$ cat src/rtl/core/grc_pkg.sv
// Package for the Gale-Ryser realisability check core.
// Holds the sizing constants and the walk accumulator type.
// Used by grc_hist_mem, grc_step_unit and gale_ryser_realizability_check_core.
package grc_pkg;

    localparam int MAX_SUM  = 64;
    localparam int MAX_ROWS = 64;
    localparam int MAX_COLS = 64;
    localparam int N_BINS   = MAX_SUM + 1;

    localparam int CNT_W  = 7;
    localparam int ADDR_W = $clog2(N_BINS);
    localparam int ACC_W  = $clog2(MAX_SUM * MAX_COLS + 1);

    typedef struct packed {
        logic [ACC_W-1:0] cum_col;
        logic [ACC_W-1:0] cum_conj;
        logic [CNT_W-1:0] below;
    } walk_acc_t;

endpackage

$ cat src/rtl/core/grc_hist_mem.sv
// Histogram store: one bin per possible margin sum, registered read port.
// Per-bin valid flags make unwritten bins read as zero and let a clear empty every bin at once.
// Depends on grc_pkg.
module grc_hist_mem
(
    input  logic                       clk,
    input  logic                       rst_n,
    input  logic                       clear,
    input  logic [grc_pkg::ADDR_W-1:0] rd_addr,
    output logic [grc_pkg::CNT_W-1:0]  rd_data,
    input  logic                       wr_en,
    input  logic [grc_pkg::ADDR_W-1:0] wr_addr,
    input  logic [grc_pkg::CNT_W-1:0]  wr_data
);

    logic [grc_pkg::CNT_W-1:0]  mem [0:grc_pkg::N_BINS-1];
    logic [grc_pkg::N_BINS-1:0] valid_reg;
    logic [grc_pkg::CNT_W-1:0]  rd_data_reg;
    logic                       rd_valid_reg;

    always_ff @(posedge clk)
    begin
        if (wr_en)
        begin
            mem[wr_addr] <= wr_data;
        end
        rd_data_reg <= mem[rd_addr];
    end

    always_ff @(posedge clk or negedge rst_n)
    begin
        if (!rst_n)
        begin
            valid_reg    <= '0;
            rd_valid_reg <= 1'b0;
        end
        else
        begin
            rd_valid_reg <= valid_reg[rd_addr];
            if (clear)
            begin
                valid_reg <= '0;
            end
            else if (wr_en)
            begin
                valid_reg[wr_addr] <= 1'b1;
            end
        end
    end

    assign rd_data = rd_valid_reg ? rd_data_reg : '0;

endmodule

$ cat src/rtl/core/grc_step_unit.sv
// Shared arithmetic step of the dominance walk: advances the prefix sums by one column.
// Purely combinational; the sequencer in the top level registers its result.
// Depends on grc_pkg.
module grc_step_unit
(
    input  grc_pkg::walk_acc_t         acc_in,
    input  logic [grc_pkg::CNT_W-1:0]  col_sum,
    input  logic [grc_pkg::CNT_W-1:0]  row_bin,
    input  logic [grc_pkg::CNT_W-1:0]  row_count,
    output grc_pkg::walk_acc_t         acc_out,
    output logic                       over
);

    logic [grc_pkg::CNT_W-1:0] below_new;
    logic [grc_pkg::CNT_W-1:0] conj_add;

    always_comb
    begin
        // Rows whose sum lies below the new column position drop out of the conjugate.
        below_new        = grc_pkg::CNT_W'(acc_in.below + row_bin);
        conj_add         = grc_pkg::CNT_W'(row_count - below_new);
        acc_out.below    = below_new;
        acc_out.cum_col  = grc_pkg::ACC_W'(acc_in.cum_col + grc_pkg::ACC_W'(col_sum));
        acc_out.cum_conj = grc_pkg::ACC_W'(acc_in.cum_conj + grc_pkg::ACC_W'(conj_add));
        over             = acc_out.cum_col > acc_out.cum_conj;
    end

endmodule

$ cat src/rtl/core/gale_ryser_realizability_check_core.sv
// Gale-Ryser realisability check. Row and column sums stream in one item per
// clock while the block is idle; each kept item increments a histogram bin in a
// two-stage read-modify-write with forwarding. The item carrying tlast then
// starts the dominance walk unless a pre-check already fails: the column
// histogram is scanned from sum 64 down to 0, all through one shared
// adder/compare step unit, and the walk ends early on the first failing prefix.
// s_tready stays low from the last item until the result has entered the
// output register.
// Depends on grc_pkg, grc_hist_mem and grc_step_unit.
module gale_ryser_realizability_check_core
(
    input  logic        clk,
    input  logic        rst_n,
    input  logic        cfg_valid,
    output logic        cfg_ready,
    input  logic [6:0]  cfg_data,   // skip_rows
    input  logic        s_tvalid,
    output logic        s_tready,
    input  logic [7:0]  s_tdata,    // [6:0] sum_value, [7] zero fill
    input  logic        s_tuser,    // is_column
    input  logic        s_tlast,    // last
    output logic        m_tvalid,
    input  logic        m_tready,
    output logic [15:0] m_tdata     // [0] realizable, [7:1] rows_used, [14:8] columns_used,
                                    // [15] overflow
);

    localparam int ST_W = 3;
    localparam logic [ST_W-1:0] S_IDLE      = 3'd0;
    localparam logic [ST_W-1:0] S_DRAIN     = 3'd1;
    localparam logic [ST_W-1:0] S_FETCH_COL = 3'd2;
    localparam logic [ST_W-1:0] S_WAIT_COL  = 3'd3;
    localparam logic [ST_W-1:0] S_ROWRD     = 3'd4;
    localparam logic [ST_W-1:0] S_STEP      = 3'd5;
    localparam logic [ST_W-1:0] S_DONE      = 3'd6;

    localparam int CW = grc_pkg::CNT_W;
    localparam int AW = grc_pkg::ADDR_W;

    logic [ST_W-1:0] state_reg, state_next;
    logic [CW-1:0]   skip_reg, skip_next;
    logic [CW-1:0]   row_count_reg, row_count_next;
    logic [CW-1:0]   col_count_reg, col_count_next;
    logic [CW-1:0]   skipped_reg, skipped_next;
    logic [CW-1:0]   max_row_reg, max_row_next;
    logic            bad_reg, bad_next;
    logic            range_reg, range_next;

    logic            pend_valid_reg, pend_valid_next;
    logic            pend_col_reg, pend_col_next;
    logic [AW-1:0]   pend_addr_reg, pend_addr_next;
    logic            lw_valid_reg, lw_valid_next;
    logic            lw_col_reg, lw_col_next;
    logic [AW-1:0]   lw_addr_reg, lw_addr_next;
    logic [CW-1:0]   lw_data_reg, lw_data_next;

    logic [CW-1:0]   v_reg, v_next;
    logic [CW-1:0]   k_reg, k_next;
    logic [CW-1:0]   n_left_reg, n_left_next;
    grc_pkg::walk_acc_t acc_reg, acc_next;
    logic            real_reg, real_next;

    logic            m_tvalid_reg, m_tvalid_next;
    logic [15:0]     m_tdata_reg, m_tdata_next;

    logic            accept;
    logic [CW-1:0]   sval;
    logic            in_range;
    logic            keep_row;
    logic [AW-1:0]   load_addr;
    logic            clear;
    logic [AW-1:0]   col_rd_addr, row_rd_addr;
    logic [CW-1:0]   col_rd_data, row_rd_data;
    logic [CW-1:0]   base_cnt, wr_cnt;
    logic            col_wr_en, row_wr_en;
    logic            pre_fail;
    logic            out_free;
    grc_pkg::walk_acc_t acc_step;
    logic            step_over;

    assign cfg_ready = 1'b1;
    assign s_tready  = (state_reg == S_IDLE);
    assign accept    = s_tvalid && s_tready;
    assign sval      = s_tdata[CW-1:0];
    assign in_range  = sval <= CW'(grc_pkg::MAX_SUM);
    assign keep_row  = skipped_reg >= skip_reg;
    assign load_addr = in_range ? AW'(sval) : '0;
    assign out_free  = !m_tvalid_reg || m_tready;
    assign clear     = (state_reg == S_DONE) && out_free;
    assign pre_fail  = bad_reg || range_reg || (max_row_reg > col_count_reg);

    assign col_rd_addr = (state_reg == S_IDLE) ? load_addr : AW'(v_reg);
    assign row_rd_addr = (state_reg == S_IDLE) ? load_addr : AW'(k_reg);

    // Second half of the increment; the last write is forwarded because a read
    // issued in the same cycle as that write still sees the old bin.
    always_comb
    begin
        if (lw_valid_reg && (lw_col_reg == pend_col_reg) && (lw_addr_reg == pend_addr_reg))
        begin
            base_cnt = lw_data_reg;
        end
        else
        begin
            base_cnt = pend_col_reg ? col_rd_data : row_rd_data;
        end
        wr_cnt    = CW'(base_cnt + CW'(1));
        col_wr_en = pend_valid_reg && pend_col_reg;
        row_wr_en = pend_valid_reg && !pend_col_reg;
    end

    grc_hist_mem u_col_hist
    (
        .clk     (clk),
        .rst_n   (rst_n),
        .clear   (clear),
        .rd_addr (col_rd_addr),
        .rd_data (col_rd_data),
        .wr_en   (col_wr_en),
        .wr_addr (pend_addr_reg),
        .wr_data (wr_cnt)
    );

    grc_hist_mem u_row_hist
    (
        .clk     (clk),
        .rst_n   (rst_n),
        .clear   (clear),
        .rd_addr (row_rd_addr),
        .rd_data (row_rd_data),
        .wr_en   (row_wr_en),
        .wr_addr (pend_addr_reg),
        .wr_data (wr_cnt)
    );

    grc_step_unit u_step
    (
        .acc_in    (acc_reg),
        .col_sum   (v_reg),
        .row_bin   (row_rd_data),
        .row_count (row_count_reg),
        .acc_out   (acc_step),
        .over      (step_over)
    );

    always_comb
    begin
        state_next      = state_reg;
        skip_next       = skip_reg;
        row_count_next  = row_count_reg;
        col_count_next  = col_count_reg;
        skipped_next    = skipped_reg;
        max_row_next    = max_row_reg;
        bad_next        = bad_reg;
        range_next      = range_reg;
        pend_valid_next = 1'b0;
        pend_col_next   = pend_col_reg;
        pend_addr_next  = pend_addr_reg;
        lw_valid_next   = lw_valid_reg;
        lw_col_next     = lw_col_reg;
        lw_addr_next    = lw_addr_reg;
        lw_data_next    = lw_data_reg;
        v_next          = v_reg;
        k_next          = k_reg;
        n_left_next     = n_left_reg;
        acc_next        = acc_reg;
        real_next       = real_reg;
        m_tvalid_next   = m_tvalid_reg;
        m_tdata_next    = m_tdata_reg;

        if (cfg_valid && cfg_ready)
        begin
            skip_next = cfg_data;
        end

        if (m_tvalid_reg && m_tready)
        begin
            m_tvalid_next = 1'b0;
        end

        if (pend_valid_reg)
        begin
            lw_valid_next = 1'b1;
            lw_col_next   = pend_col_reg;
            lw_addr_next  = pend_addr_reg;
            lw_data_next  = wr_cnt;
        end

        unique case (state_reg)
            S_IDLE:
            begin
                if (accept)
                begin
                    pend_col_next  = s_tuser;
                    pend_addr_next = load_addr;
                    if (s_tuser)
                    begin
                        if (col_count_reg >= CW'(grc_pkg::MAX_COLS))
                        begin
                            bad_next = 1'b1;
                        end
                        else if (!in_range)
                        begin
                            range_next = 1'b1;
                        end
                        else
                        begin
                            pend_valid_next = 1'b1;
                            col_count_next  = CW'(col_count_reg + CW'(1));
                        end
                    end
                    else if (!keep_row)
                    begin
                        skipped_next = CW'(skipped_reg + CW'(1));
                    end
                    else if (row_count_reg >= CW'(grc_pkg::MAX_ROWS))
                    begin
                        bad_next = 1'b1;
                    end
                    else if (!in_range)
                    begin
                        range_next = 1'b1;
                    end
                    else
                    begin
                        pend_valid_next = 1'b1;
                        row_count_next  = CW'(row_count_reg + CW'(1));
                        if (sval > max_row_reg)
                        begin
                            max_row_next = sval;
                        end
                    end
                    if (s_tlast)
                    begin
                        state_next = S_DRAIN;
                    end
                end
            end

            S_DRAIN:
            begin
                v_next   = CW'(grc_pkg::MAX_SUM);
                k_next   = '0;
                acc_next = '0;
                if (pre_fail)
                begin
                    real_next  = 1'b0;
                    state_next = S_DONE;
                end
                else
                begin
                    state_next = S_FETCH_COL;
                end
            end

            S_FETCH_COL:
            begin
                state_next = S_WAIT_COL;
            end

            S_WAIT_COL:
            begin
                if (col_rd_data == '0)
                begin
                    if (v_reg == '0)
                    begin
                        real_next  = (acc_reg.cum_col == acc_reg.cum_conj);
                        state_next = S_DONE;
                    end
                    else
                    begin
                        v_next     = CW'(v_reg - CW'(1));
                        state_next = S_FETCH_COL;
                    end
                end
                else
                begin
                    n_left_next = col_rd_data;
                    state_next  = S_ROWRD;
                end
            end

            S_ROWRD:
            begin
                state_next = S_STEP;
            end

            S_STEP:
            begin
                acc_next    = acc_step;
                k_next      = CW'(k_reg + CW'(1));
                n_left_next = CW'(n_left_reg - CW'(1));
                if (step_over)
                begin
                    real_next  = 1'b0;
                    state_next = S_DONE;
                end
                else if (n_left_reg == CW'(1))
                begin
                    if (v_reg == '0)
                    begin
                        real_next  = (acc_step.cum_col == acc_step.cum_conj);
                        state_next = S_DONE;
                    end
                    else
                    begin
                        v_next     = CW'(v_reg - CW'(1));
                        state_next = S_FETCH_COL;
                    end
                end
                else
                begin
                    state_next = S_ROWRD;
                end
            end

            S_DONE:
            begin
                if (out_free)
                begin
                    m_tvalid_next  = 1'b1;
                    m_tdata_next   = {bad_reg, col_count_reg, row_count_reg, real_reg};
                    row_count_next = '0;
                    col_count_next = '0;
                    skipped_next   = '0;
                    max_row_next   = '0;
                    bad_next       = 1'b0;
                    range_next     = 1'b0;
                    lw_valid_next  = 1'b0;
                    state_next     = S_IDLE;
                end
            end

            default:
            begin
                state_next = S_IDLE;
            end
        endcase
    end

    always_ff @(posedge clk or negedge rst_n)
    begin
        if (!rst_n)
        begin
            state_reg      <= S_IDLE;
            skip_reg       <= '0;
            row_count_reg  <= '0;
            col_count_reg  <= '0;
            skipped_reg    <= '0;
            max_row_reg    <= '0;
            bad_reg        <= 1'b0;
            range_reg      <= 1'b0;
            pend_valid_reg <= 1'b0;
            lw_valid_reg   <= 1'b0;
            m_tvalid_reg   <= 1'b0;
        end
        else
        begin
            state_reg      <= state_next;
            skip_reg       <= skip_next;
            row_count_reg  <= row_count_next;
            col_count_reg  <= col_count_next;
            skipped_reg    <= skipped_next;
            max_row_reg    <= max_row_next;
            bad_reg        <= bad_next;
            range_reg      <= range_next;
            pend_valid_reg <= pend_valid_next;
            lw_valid_reg   <= lw_valid_next;
            m_tvalid_reg   <= m_tvalid_next;
        end
    end

    always_ff @(posedge clk)
    begin
        pend_col_reg  <= pend_col_next;
        pend_addr_reg <= pend_addr_next;
        lw_col_reg    <= lw_col_next;
        lw_addr_reg   <= lw_addr_next;
        lw_data_reg   <= lw_data_next;
        v_reg         <= v_next;
        k_reg         <= k_next;
        n_left_reg    <= n_left_next;
        acc_reg       <= acc_next;
        real_reg      <= real_next;
        m_tdata_reg   <= m_tdata_next;
    end

    assign m_tvalid = m_tvalid_reg;
    assign m_tdata  = m_tdata_reg;

    a_last_blocks: assert property (@(posedge clk) disable iff (!rst_n)
        (s_tvalid && s_tready && s_tlast) |=> !s_tready)
        else $error("input taken straight after the last item");

    a_result_from_done: assert property (@(posedge clk) disable iff (!rst_n)
        $rose(m_tvalid) |-> $past(state_reg == S_DONE))
        else $error("result produced outside the finishing state");

    a_count_bounds: assert property (@(posedge clk) disable iff (!rst_n)
        (row_count_reg <= CW'(grc_pkg::MAX_ROWS)) && (col_count_reg <= CW'(grc_pkg::MAX_COLS)))
        else $error("margin count beyond its limit");

    a_walk_position: assert property (@(posedge clk) disable iff (!rst_n)
        (state_reg == S_ROWRD) |-> (k_reg < col_count_reg))
        else $error("walk position passed the column count");

    a_no_write_in_walk: assert property (@(posedge clk) disable iff (!rst_n)
        (state_reg != S_IDLE && state_reg != S_DRAIN) |-> !pend_valid_reg)
        else $error("histogram write pending during the walk");

endmodule

$ cat config.mk
export PLATFORM = sky130hd
export DESIGN_NAME = gale_ryser_realizability_check_core
export DESIGN_NICKNAME = d
export VERILOG_FILES = /design/src/rtl/core/grc_pkg.sv /design/src/rtl/core/grc_hist_mem.sv /design/src/rtl/core/grc_step_unit.sv /design/src/rtl/core/gale_ryser_realizability_check_core.sv
export SDC_FILE = /design/constraint.sdc
export NUM_CORES = 2
export LEC_CHECK = 0
export BUFFER_PORTS_ARGS = -buffer_cell sky130_fd_sc_hd__buf_2
export CORE_MARGIN = 1
export CORE_UTILIZATION = 40
export DETAILED_ROUTE_END_ITERATION = 8
export PLACE_DENSITY = 0.54
export SLEW_MARGIN = 20
export SYNTH_ARGS = -nofsm -noshare
export SYNTH_HDL_FRONTEND = slang
export SYNTH_SLANG_ARGS = --single-unit
export TNS_END_PERCENT = 10
$ cat constraint.sdc
create_clock -name clk -period 7.8 [get_ports clk]
set_input_delay 0.39 -clock clk [delete_from_list [all_inputs] [get_ports clk]]
set_output_delay 0.39 -clock clk [all_outputs]
set_load 0.005 [all_outputs]
==> impl_metrics.env <==
export IMPL_placed_area_um2=52600
export IMPL_startpoint="u_row_hist.rd_valid_reg"
export IMPL_antenna_found_initial=0
export IMPL_end_kind="flip-flop"
export IMPL_synth_edff_count=1004
export IMPL_hp_start="s_tdata[0]"
export IMPL_hold_class="input port to flip-flop"
export IMPL_cts_reportedPaths_clkPinSlew_ns=0.06
export IMPL_place_inst=5656
export IMPL_dpl_hpwl_um=88500
export IMPL_final_setup_tns_ns=0
export IMPL_path_class="flip-flop to flip-flop"
export IMPL_cts_buffers=133
export IMPL_synth_avg_cell_area_um2=12.3
export IMPL_cap_violations=0
export IMPL_setup_violations_final=0
export IMPL_drt_first_pass_iters=6
export IMPL_vias_per_cell=5.64
export IMPL_synth_flop_cell="edfxtp_1"
export IMPL_pre_cts_ws_ns=1.83
export IMPL_wl_um=148000
export IMPL_maxSlewViolCount=0
export IMPL_worstPathRequired_ns=8.23
export IMPL_largest_registers="u_col_hist.mem (455), u_row_hist.mem (455)"
export IMPL_layout_cells_non_filler=5926
export IMPL_ys_seq_elements=1193
export IMPL_ir_drop_mv=0.351
export IMPL_grt_max_degree=136
export IMPL_critPathBufInv=2
export IMPL_finalCritPeriodShare_pct=76.7
export IMPL_die_w_um=358
export IMPL_num_rows=130
export IMPL_ys_seq_area_share_pct=68.5
export IMPL_worst_slack_ns=1.82
export IMPL_synthArstFlopShare_pct=14.7
export IMPL_grt_pass1_vias=32000
export IMPL_r2r_start="u_row_hist.rd_valid_reg"
export IMPL_p_leak_nw=20.9
export IMPL_stdcell_area_um2=57100
export IMPL_fin_worst_skew_ns=0.0255
export IMPL_slowest_stage="fa_1"
export IMPL_finalCriticalPeriod_ns=5.98
export IMPL_vias=33400
export IMPL_grt_util_all_layers_pct=23.0
export IMPL_wl_per_cell_um=25.0
export IMPL_drc=0
export IMPL_holdWs_ns=0.0390
export IMPL_status="completed"
export IMPL_ios=41
export IMPL_holdBufCountCts=22
export IMPL_cts_setup_buffers=0
export IMPL_max_freq_mhz=167
export IMPL_tightest_slew_ns=1.12
export IMPL_yosys_warnings=0
export IMPL_gp_congestion=0.864
export IMPL_die_area_um2=128000
export IMPL_grt_pass1_wl_um=217000
export IMPL_relSlewSlack_pct=25.0
export IMPL_critical_path_top_delay_family="compound AO/OA/AOI/OAI gates"
export IMPL_cp_cell_sequence="nand2_1 > inv_1 > ha_1 > inv_1 > fa_1 > ha_1 > a21o_1 > a21o_1 > maj3_1 > a21oi_1 > xnor2_1 > ha_1 > o21ai_0 > a21boi_0 > o2111ai_1 > xor2_1 > ha_1 > a21o_1 > a21o_1 > a221o_1 > o21a_1 > o21ai_0 > and3_1"
export IMPL_grt_overflow_total=0
export IMPL_synth_area_um2=50800
export IMPL_drt_iter0_markers=3264
export IMPL_cts_tree="done"
export IMPL_cellPowerDensity_nw_per_um2=409
export IMPL_critPathArrivalTime_ns=6.41
export IMPL_syn_nets=4228
export IMPL_initial_core_util_pct=40.4
export IMPL_core_area_um2=126000
export IMPL_crit_path_start_kind="flip-flop"
export IMPL_hold_viol_final=0
export IMPL_final_nets=4258
export IMPL_die_h_um=358
export IMPL_clk_latency_ns=0.75
export IMPL_cp_max_fo=7
export IMPL_cts_root_buf="clkbuf_16"
export IMPL_drive_above_1_share_pct=7.97
export IMPL_clk_path_buf_depth=3
export IMPL_h_tree_depth=4
export IMPL_critPathMaxStageDelay_ns=0.56
export IMPL_rsz0062_at_grt="false"
export IMPL_cts_resized=0
export IMPL_synth_cell_type_count=87
export IMPL_cts_sinks=1193
export IMPL_synth_cells=4133
export IMPL_fill_cells=11500
export IMPL_numPortBuffers=38
export IMPL_drtAntennaViolNets=0
export IMPL_antennaDiodeCount=0
export IMPL_syn2layout_area_growth_pct=12.4
## kinds of logic after synthesis
| kind of cell | after synthesis | share of synthesized area, % |
|---|---|---|
| adder cells (fa/ha/maj) | 74 | 1.88 |
| buffers and inverters | 296 | 2.82 |
| multiplexers | 141 | 2.80 |
| other | 1 | 0.00738 |
| flip-flops | 1193 | 68.5 |
| XOR/XNOR | 88 | 1.52 |
| AND/OR/NAND/NOR | 1771 | 14.8 |
| AO/OA/AOI/OAI | 569 | 7.60 |
## final cells by class
cell class / instances / area, um^2 / share of cell area (%)
multi-input combinational: 2644 / 14700 / 25.7
sequential: 1193 / 34800 / 61.0
clock inverter: 51 / 553 / 0.969
clock buffer: 197 / 3750 / 6.57
tap: 1650 / 2060 / 3.62
timing repair buffer: 122 / 948 / 1.66
inverter: 69 / 268 / 0.469
## cell usage in the layout (no fill, tap or decap), types with 14 or more instances in the layout
cell	instances
buf_4	57
nand2_1	778
nor3_1	35
a211oi_1	27
o21ai_0	60
a21o_1	29
nor2b_1	27
o22ai_1	30
nand3_1	270
xnor2_1	51
ha_1	68
dlygate4sd3_1	22
nand4_1	48
inv_1	66
clkbuf_8	14
dfrtp_1	175
a22oi_1	17
clkbuf_1	48
clkinv_2	17
dfxtp_1	14
mux2i_1	133
buf_2	37
and3_1	41
a21oi_1	160
edfxtp_1	1004
a32oi_1	31
a31oi_1	75
a311oi_1	16
nor2_1	504
xor2_1	32
clkbuf_16	135
## synthesized netlist by cell type, drive strengths merged, types with 7 or more instances
cell type | instances | area share [%]
a211oi | 27 | 0.40
a21o | 31 | 0.46
a21oi | 163 | 1.6
a221oi | 9 | 0.16
a22o | 11 | 0.22
a22oi | 26 | 0.51
a311oi | 16 | 0.28
a31oi | 75 | 0.92
a32oi | 31 | 0.53
and3 | 41 | 0.50
buf | 139 | 1.7
clkbuf | 88 | 0.65
dfrtp | 175 | 8.6
dfxtp | 14 | 0.55
edfxtp | 1004 | 59
ha | 69 | 1.7
inv | 67 | 0.50
mux2 | 8 | 0.18
mux2i | 133 | 2.6
nand2 | 780 | 5.8
nand2b | 7 | 0.086
nand3 | 270 | 2.7
nand4 | 48 | 0.59
nor2 | 514 | 3.8
nor2b | 28 | 0.34
nor3 | 35 | 0.34
nor4 | 14 | 0.21
o2111ai | 11 | 0.19
o211ai | 12 | 0.18
o21ai | 63 | 0.64
o22ai | 30 | 0.37
or3 | 10 | 0.12
xnor2 | 54 | 0.93
xor2 | 34 | 0.59
## power by group
| group | total [mW] | internal (mW) | switching, mW |
|---|---|---|---|
| combinational | 8.95 | 2.57 | 6.39 |
| clock | 6.20 | 3.57 | 2.63 |
| sequential | 8.16 | 7.87 | 0.288 |
## metal layers
layer  up-vias  wire [um]  GRT usage, %  share of wire (%)
li1      15100          -             -                  -
met1     16900      65100          32.6                 44
met4         0       4650          7.89                3.1
met2      1208      68500          36.0                 46
met5         -          0             0                  0
met3       247       9620          3.64                6.5
## final timing paths
path / to / slack, ns / depth (start not counted)
worst max-delay path: v_reg[3] / 1.82 / 23
worst min-delay path: max_row_reg[0] / 0.04 / 3
worst max register to register: v_reg[3] / 1.82 / 23
worst min register to register: m_tdata[12] / 0.45 / 0
max in group asynchronous: u_col_hist.valid_reg[60] / 6.20 / 3
min in group asynchronous: u_row_hist.valid_reg[31] / 0.31 / 2
## worst register-to-register path: stages (launching register included)
cell and delay [ns]:
dfrtp_1 0.45, nand2_1 0.10, inv_1 0.07, ha_1 0.16, inv_1 0.06, fa_1 0.56, ha_1 0.25, a21o_1 0.18
a21o_1 0.20, maj3_1 0.35, a21oi_1 0.19, xnor2_1 0.10, ha_1 0.32, o21ai_0 0.12, a21boi_0 0.39, o2111ai_1 0.17
xor2_1 0.19, ha_1 0.32, a21o_1 0.18, a21o_1 0.17, a221o_1 0.34, o21a_1 0.22, o21ai_0 0.23, and3_1 0.37
## through the flow
step	total power [mW]	util, %
2_1_floorplan	14.0	-
4_1_cts	23.4	45.4
5_1_grt	24.4	45.4
3_5_place_dp	17.2	41.8
3_3_place_gp	17.1	41.8
6_report	23.3	45.4
Power figures use the tool's default switching activity.
